### config.mk
export PLATFORM = sky130hd
export DESIGN_NAME = modbus_rtu_request_framer_top
export DESIGN_NICKNAME = d
export VERILOG_FILES = /design/src/rtl/core/mrf_pkg.sv /design/src/rtl/core/modbus_rtu_request_framer_top.sv /design/src/rtl/core/mrf_build.sv /design/src/rtl/core/mrf_crc_stage.sv /design/src/rtl/core/mrf_serializer.sv
export SDC_FILE = /design/constraint.sdc
export NUM_CORES = 1
export LEC_CHECK = 0
export BUFFER_PORTS_ARGS = -buffer_cell sky130_fd_sc_hd__buf_2
export CORE_MARGIN = 2
export CORE_UTILIZATION = 30
export CTS_CLUSTER_DIAMETER = 150
export DETAILED_ROUTE_END_ITERATION = 12
export RECOVER_POWER = 50
export SETUP_SLACK_MARGIN = 0.02
export SYNTH_ARGS = -nofsm -noshare
export SYNTH_HDL_FRONTEND = slang
export SYNTH_SLANG_ARGS = --single-unit
### constraint.sdc
create_clock -name clk -period 4.4 [get_ports clk]
set_input_delay 0.22 -clock clk [delete_from_list [all_inputs] [get_ports clk]]
set_output_delay 0.22 -clock clk [all_outputs]
set_load 0.05 [all_outputs]
### src/rtl/core/mrf_pkg.sv
// shared types, codes and crc helper for the modbus rtu request framer
package mrf_pkg;

  localparam int FRAME_LEN = 8;
  localparam int CRC_SPAN  = 6;

  localparam logic [15:0] CRC_POLY = 16'hA001;
  localparam logic [15:0] CRC_INIT = 16'hFFFF;

  // request selector codes
  localparam logic [1:0] REQ_READ_COILS = 2'd0;
  localparam logic [1:0] REQ_READ_HOLD  = 2'd1;
  localparam logic [1:0] REQ_WRITE_COIL = 2'd2;
  localparam logic [1:0] REQ_WRITE_REG  = 2'd3;

  // function codes on the wire
  localparam logic [7:0] FN_READ_COILS = 8'h01;
  localparam logic [7:0] FN_READ_HOLD  = 8'h03;
  localparam logic [7:0] FN_WRITE_COIL = 8'h05;
  localparam logic [7:0] FN_WRITE_REG  = 8'h06;

  localparam logic [7:0] COIL_ON_HI = 8'hFF;

  typedef struct packed {
    logic [1:0]  req_type;
    logic [7:0]  unit_id;
    logic [15:0] reg_address;
    logic [15:0] reg_value;
  } req_t;

  typedef struct packed {
    logic [7:0] frame_byte;
    logic       last_byte;
  } res_t;

  typedef logic [CRC_SPAN-1:0][7:0] hdr_t;

  typedef struct packed {
    hdr_t        hdr;
    logic [15:0] crc;
  } pipe_t;

  function automatic logic [7:0] fn_code(input logic [1:0] sel);
    logic [7:0] code;
    unique case (sel)
      REQ_READ_COILS: code = FN_READ_COILS;
      REQ_READ_HOLD:  code = FN_READ_HOLD;
      REQ_WRITE_COIL: code = FN_WRITE_COIL;
      REQ_WRITE_REG:  code = FN_WRITE_REG;
      default:        code = FN_READ_COILS;
    endcase
    return code;
  endfunction

  // one byte of crc-16/modbus, lsb first
  function automatic logic [15:0] crc_byte(input logic [15:0] acc_in, input logic [7:0] data);
    logic [15:0] acc;
    acc = acc_in ^ {8'h00, data};
    for (int b = 0; b < 8; b++) begin
      acc = acc[0] ? ((acc >> 1) ^ CRC_POLY) : (acc >> 1);
    end
    return acc;
  endfunction

endpackage

### src/rtl/core/modbus_rtu_request_framer_top.sv
// top level of the modbus rtu request framer
// A request is taken at a clock edge with start high and busy low. Its
// eight frame bytes (slave, function, address hi/lo, value hi/lo, crc
// lo/hi) come out on consecutive cycles, each marked by strobe for
// one cycle, the first one after the build, crc and serializer registers;
// last_byte marks the crc high byte. The crc is computed in a six-stage
// pipeline, one frame byte per stage, behind a header-building stage.
// The byte-wide result port sets the rate: busy stays high after each
// accept until the spacing counter runs out, and no request is taken then.
// Results cannot be held off; the receiver must take every byte as shown.
module modbus_rtu_request_framer_top (
  input  logic          clk,
  input  logic          rst,
  input  logic          start,
  output logic          busy,
  input  mrf_pkg::req_t req,
  output logic          strobe,
  output mrf_pkg::res_t result
);
  import mrf_pkg::*;

  logic       accept;
  logic [2:0] gap;

  logic  stage_valid [0:CRC_SPAN];
  pipe_t stage_pipe  [0:CRC_SPAN];

  assign accept = start && !busy;
  assign busy   = (gap != 3'd0);

  // spacing counter: loaded from the frame length on accept, busy while nonzero
  always_ff @(posedge clk) begin
    if (rst) begin
      gap <= 3'd0;
    end else if (accept) begin
      gap <= 3'(FRAME_LEN - 1);
    end else if (gap != 3'd0) begin
      gap <= gap - 3'd1;
    end
  end

  mrf_build u_build (
    .clk       (clk),
    .rst       (rst),
    .in_valid  (accept),
    .req       (req),
    .out_valid (stage_valid[0]),
    .out_pipe  (stage_pipe[0])
  );

  for (genvar k = 0; k < CRC_SPAN; k++) begin : g_crc
    mrf_crc_stage #(
      .IDX (k)
    ) u_crc (
      .clk       (clk),
      .rst       (rst),
      .in_valid  (stage_valid[k]),
      .in_pipe   (stage_pipe[k]),
      .out_valid (stage_valid[k+1]),
      .out_pipe  (stage_pipe[k+1])
    );
  end

  mrf_serializer u_ser (
    .clk      (clk),
    .rst      (rst),
    .in_valid (stage_valid[CRC_SPAN]),
    .in_pipe  (stage_pipe[CRC_SPAN]),
    .strobe   (strobe),
    .result   (result)
  );

endmodule

### src/rtl/core/mrf_build.sv
// first pipeline stage: lays out the six header bytes of the frame
module mrf_build (
  input  logic          clk,
  input  logic          rst,
  input  logic          in_valid,
  input  mrf_pkg::req_t req,
  output logic          out_valid,
  output mrf_pkg::pipe_t out_pipe
);
  import mrf_pkg::*;

  hdr_t hdr_next;

  always_comb begin
    hdr_next[0] = req.unit_id;
    hdr_next[1] = fn_code(req.req_type);
    hdr_next[2] = req.reg_address[15:8];
    hdr_next[3] = req.reg_address[7:0];
    if (req.req_type == REQ_WRITE_COIL) begin
      // coil write: any nonzero value means on
      hdr_next[4] = (req.reg_value != 16'h0000) ? COIL_ON_HI : 8'h00;
      hdr_next[5] = 8'h00;
    end else begin
      hdr_next[4] = req.reg_value[15:8];
      hdr_next[5] = req.reg_value[7:0];
    end
  end

  always_ff @(posedge clk) begin
    if (rst) begin
      out_valid <= 1'b0;
    end else begin
      out_valid <= in_valid;
    end
  end

  always_ff @(posedge clk) begin
    out_pipe.hdr <= hdr_next;
    out_pipe.crc <= CRC_INIT;
  end

endmodule

### src/rtl/core/mrf_crc_stage.sv
// one crc pipeline stage: folds one header byte into the running crc
module mrf_crc_stage #(
  parameter int IDX = 0
) (
  input  logic           clk,
  input  logic           rst,
  input  logic           in_valid,
  input  mrf_pkg::pipe_t in_pipe,
  output logic           out_valid,
  output mrf_pkg::pipe_t out_pipe
);
  import mrf_pkg::*;

  always_ff @(posedge clk) begin
    if (rst) begin
      out_valid <= 1'b0;
    end else begin
      out_valid <= in_valid;
    end
  end

  always_ff @(posedge clk) begin
    out_pipe.hdr <= in_pipe.hdr;
    out_pipe.crc <= crc_byte(in_pipe.crc, in_pipe.hdr[IDX]);
  end

endmodule

### src/rtl/core/mrf_serializer.sv
// output stage: sends the eight frame bytes on consecutive cycles
module mrf_serializer (
  input  logic           clk,
  input  logic           rst,
  input  logic           in_valid,
  input  mrf_pkg::pipe_t in_pipe,
  output logic           strobe,
  output mrf_pkg::res_t  result
);
  import mrf_pkg::*;

  logic [FRAME_LEN-1:0][7:0] bytes;
  logic [2:0]                cnt;
  logic                      active;

  always_ff @(posedge clk) begin
    if (rst) begin
      strobe <= 1'b0;
      active <= 1'b0;
      cnt    <= 3'd0;
    end else if (in_valid) begin
      strobe <= 1'b1;
      active <= 1'b1;
      cnt    <= 3'd1;
    end else if (active) begin
      strobe <= 1'b1;
      active <= (cnt != 3'(FRAME_LEN - 1));
      cnt    <= cnt + 3'd1;
    end else begin
      strobe <= 1'b0;
    end
  end

  always_ff @(posedge clk) begin
    if (in_valid) begin
      bytes[CRC_SPAN-1:0] <= in_pipe.hdr;
      bytes[CRC_SPAN]     <= in_pipe.crc[7:0];
      bytes[CRC_SPAN+1]   <= in_pipe.crc[15:8];
      result.frame_byte   <= in_pipe.hdr[0];
      result.last_byte    <= 1'b0;
    end else begin
      result.frame_byte   <= bytes[cnt];
      result.last_byte    <= (cnt == 3'(FRAME_LEN - 1));
    end
  end

endmodule

==> out/qor.csv <==
metric,value,unit
status,completed,
synth_seq_cells,470,
yosys.area.top_type,dfxtp_1,
clock_power_share,0.361,
cts.sinks,470,
dieArea,42000,um^2
netlist.area_leader.share,0.680,
antenna_found_initial,0,
synth_area_leaders,"dfxtp_1, edfxtp_1, xnor2_1",
fin_skew,0.0237,ns
synthCells,734,
wire_per_inst,12.3,um
power_density,672,nW/um^2
start_util,0.305,
synthesis.area,12100,um^2
finalCritPeriodShare,0.439,
rows,73,
p_comb_frac,0.130,
coreArea,39700,um^2
fin_nets,915,
dieWidth,205,um
clkTransAtPathRegs,0.07,ns
diodes,0,
pwr-share-seq,0.509,
cts_tree,yes,
finalHoldViolCount,0,
maxCapViolCount,0,
viasPerCell,3.62,
port_buffers,55,
critical_path.top_delay_family,XOR/XNOR gates,
drcViolationCount,0,
crit_path_max_fanout,3,
cts_buffers,44,
hpwlAfterDp,11600,um
area_growth,22.6,%
grt_usage,0.0854,
grt_pass1_wl,27600,um
drive_gt1_frac,0.152,
cp-end-kind,flip-flop,
grt_pass1_vias,5291,
grt_max_degree,50,
drt_pass1_iterations,4,
postCtsSetupRepairBufs,0,
fin_tns_setup,0,ns
crit_top_cell,xnor3_1,
switching_share,0.228,
fmax,518,MHz
tightest_slew,0.981,ns
finalSetupViolCount,0,
io_pins,56,
p_total,9.97,mW
syn_nets,783,
overflow,0,
drt-total-wl,17500,um
syn_area_per_cell,16.5,um^2
critical_path_class,flip-flop to flip-flop,
cp_cell_sequence,xor2_1 -> xnor3_1 -> xnor3_1 -> xor3_1,
cp_slowest_stage_delay,0.48,ns
cp-start-kind,flip-flop,
vdd_drop_max,0.308,mV
drtIter0Drc,178,
cts.htree.levels,2,
fillers,3689,
die_h,205,um
crit_slowest_cell,xnor3_1,
synth_cell_types,29,
hold_class,input pin to flip-flop,
power.leakage,5.85,nW
required,4.81,ns
cts.path.max_buffers,3,
synth_seq_area_share,0.826,
gp_congestion,0.714,
crit_arrival,2.34,ns
crit_buf_inv,0,
switchingPower,2.28,mW
intPower,7.69,mW
clock_latency,0.55,ns
cts_root_buffer,clkbuf_16,
ant_nets,0,
grt_setup_unrepaired,false,
dr_total_vias,5162,
period_minus_slack,1.93,ns
slew_headroom,0.346,
yosysWarnings,0,
maxSlewViolCount,0,
[final timing paths]
kind,endpoint,slack (ns),start,cells past startpoint
setup reg to reg,g_crc[5].u_crc.out_pipe[0],2.47,g_crc[4].u_crc.out_pipe[62],4
setup / recovery,g_crc[5].u_crc.out_pipe[0],2.47,g_crc[4].u_crc.out_pipe[62],4
hold reg to reg,g_crc[5].u_crc.out_pipe[32],0.31,g_crc[4].u_crc.out_pipe[32],0
hold / removal,u_ser.cnt[0],0.03,rst,2
[power by group through the flow]
stage / sequential, mW / combinational [mW] / clock (mW)
2_1_floorplan: 5.11 / 1.07 / 0
3_3_place_gp: 5.17 / 1.28 / 0
3_5_place_dp: 5.18 / 1.30 / 0
4_1_cts: 5.09 / 1.33 / 3.71
5_1_grt: 5.12 / 1.43 / 3.88
6_report: 5.07 / 1.30 / 3.60
[Yosys cell counts, drive strengths merged]
| library cell | count |
|---|---|
| a22oi | 11 |
| nand3 | 5 |
| clkbuf | 12 |
| nand2b | 2 |
| mux2i | 29 |
| nand4 | 1 |
| nor3 | 3 |
| xnor2 | 60 |
| buf | 2 |
| nand2 | 12 |
| nor2 | 20 |
| o21ai | 18 |
| xnor3 | 9 |
| dfxtp | 411 |
| and2 | 10 |
| inv | 8 |
| xor3 | 3 |
| nor3b | 1 |
| or2 | 3 |
| xor2 | 32 |
| nor2b | 11 |
| ha | 4 |
| a211oi | 4 |
| edfxtp | 59 |
| nor4 | 4 |
[cells by family (layout without fill, tap and decap cells)]
kind of cell    after synthesis  after routing  synth area share
flops                       470            470             0.826
xor+xnor                    104            104            0.0920
simple gates                 72             72            0.0299
fa+ha+maj                     4              4           0.00414
compound gates               33             33            0.0167
mux                          29             29            0.0240
buf+inv                      22            189           0.00703
[worst register-to-register path, stage by stage (launching register included)]
cell and delay, ns:
dfxtp_1 0.38, xor2_1 0.37, xnor3_1 0.48, xnor3_1 0.31, xor3_1 0.26
[what timing repair did]
action | in CTS | in global routing
gates resized for setup | 0 | 0
hold buffers | 43 | 0
hold endpoints to repair | 45 | 0
[area by class of cell]
class / instances / area [um^2] / area share
inverter: 8 / 30.0 / 0.00202
timing repair buffer: 100 / 719 / 0.0485
clock buffer: 60 / 1220 / 0.0823
sequential: 470 / 10000 / 0.674
tap: 525 / 657 / 0.0443
multi-input combinational: 242 / 2020 / 0.136
clock inverter: 21 / 189 / 0.0127
[cells in the final DEF (no fill, tap or decap), drive strengths merged, types with 5 or more instances in the layout]
master,synthesis,final
nor2b,11,11
edfxtp,59,59
buf,2,56
and2,10,10
nand3,5,5
clkbuf,12,61
mux2i,29,29
dlygate4sd3,0,43
clkinv,0,12
nand2,12,12
nor2,20,20
a22oi,11,11
o21ai,18,18
dfxtp,411,411
xnor2,60,60
inv,8,14
xor2,32,32
xnor3,9,9
[metrics by stage]
| stage | cells | instance area, um^2 | utilization | setup WS [ns] | hold WS [ns] |
|---|---|---|---|---|---|
| 3_5_place_dp | 1302 | 13000 | 0.327 | 2.46 | 0.312 |
| 3_3_place_gp | 1302 | 13000 | 0.327 | 2.44 | 0.310 |
| 2_1_floorplan | 734 | 12100 | - | 2.23 | 0.248 |
| 4_1_cts | 1426 | 14800 | 0.373 | 2.42 | 0.00365 |
| 5_1_grt | 1426 | 14800 | 0.373 | 2.40 | 0.0292 |
| 6_report | 1426 | 14800 | 0.373 | 2.47 | 0.0253 |
[sequential cells by signal, summed over array words and instances, names as in the netlist, 3 cells and up]
signal	cells
u_ser.result	9
g_crc.u_crc.out_valid	6
g_crc.u_crc.out_pipe	344
u_ser.bytes	59
u_ser.cnt	3
u_build.out_pipe	43
gap	3
[per-layer routing]
metal | track usage | wire length, um | vias to the layer above
li1 | - | - | 2669
met1 | 0.104 | 7930 | 2354
met2 | 0.140 | 8250 | 94
met3 | 0.0218 | 733 | 45
met4 | 0.0437 | 635 | 0
met5 | 0 | 0 | -
Power figures use the tool's default switching activity.
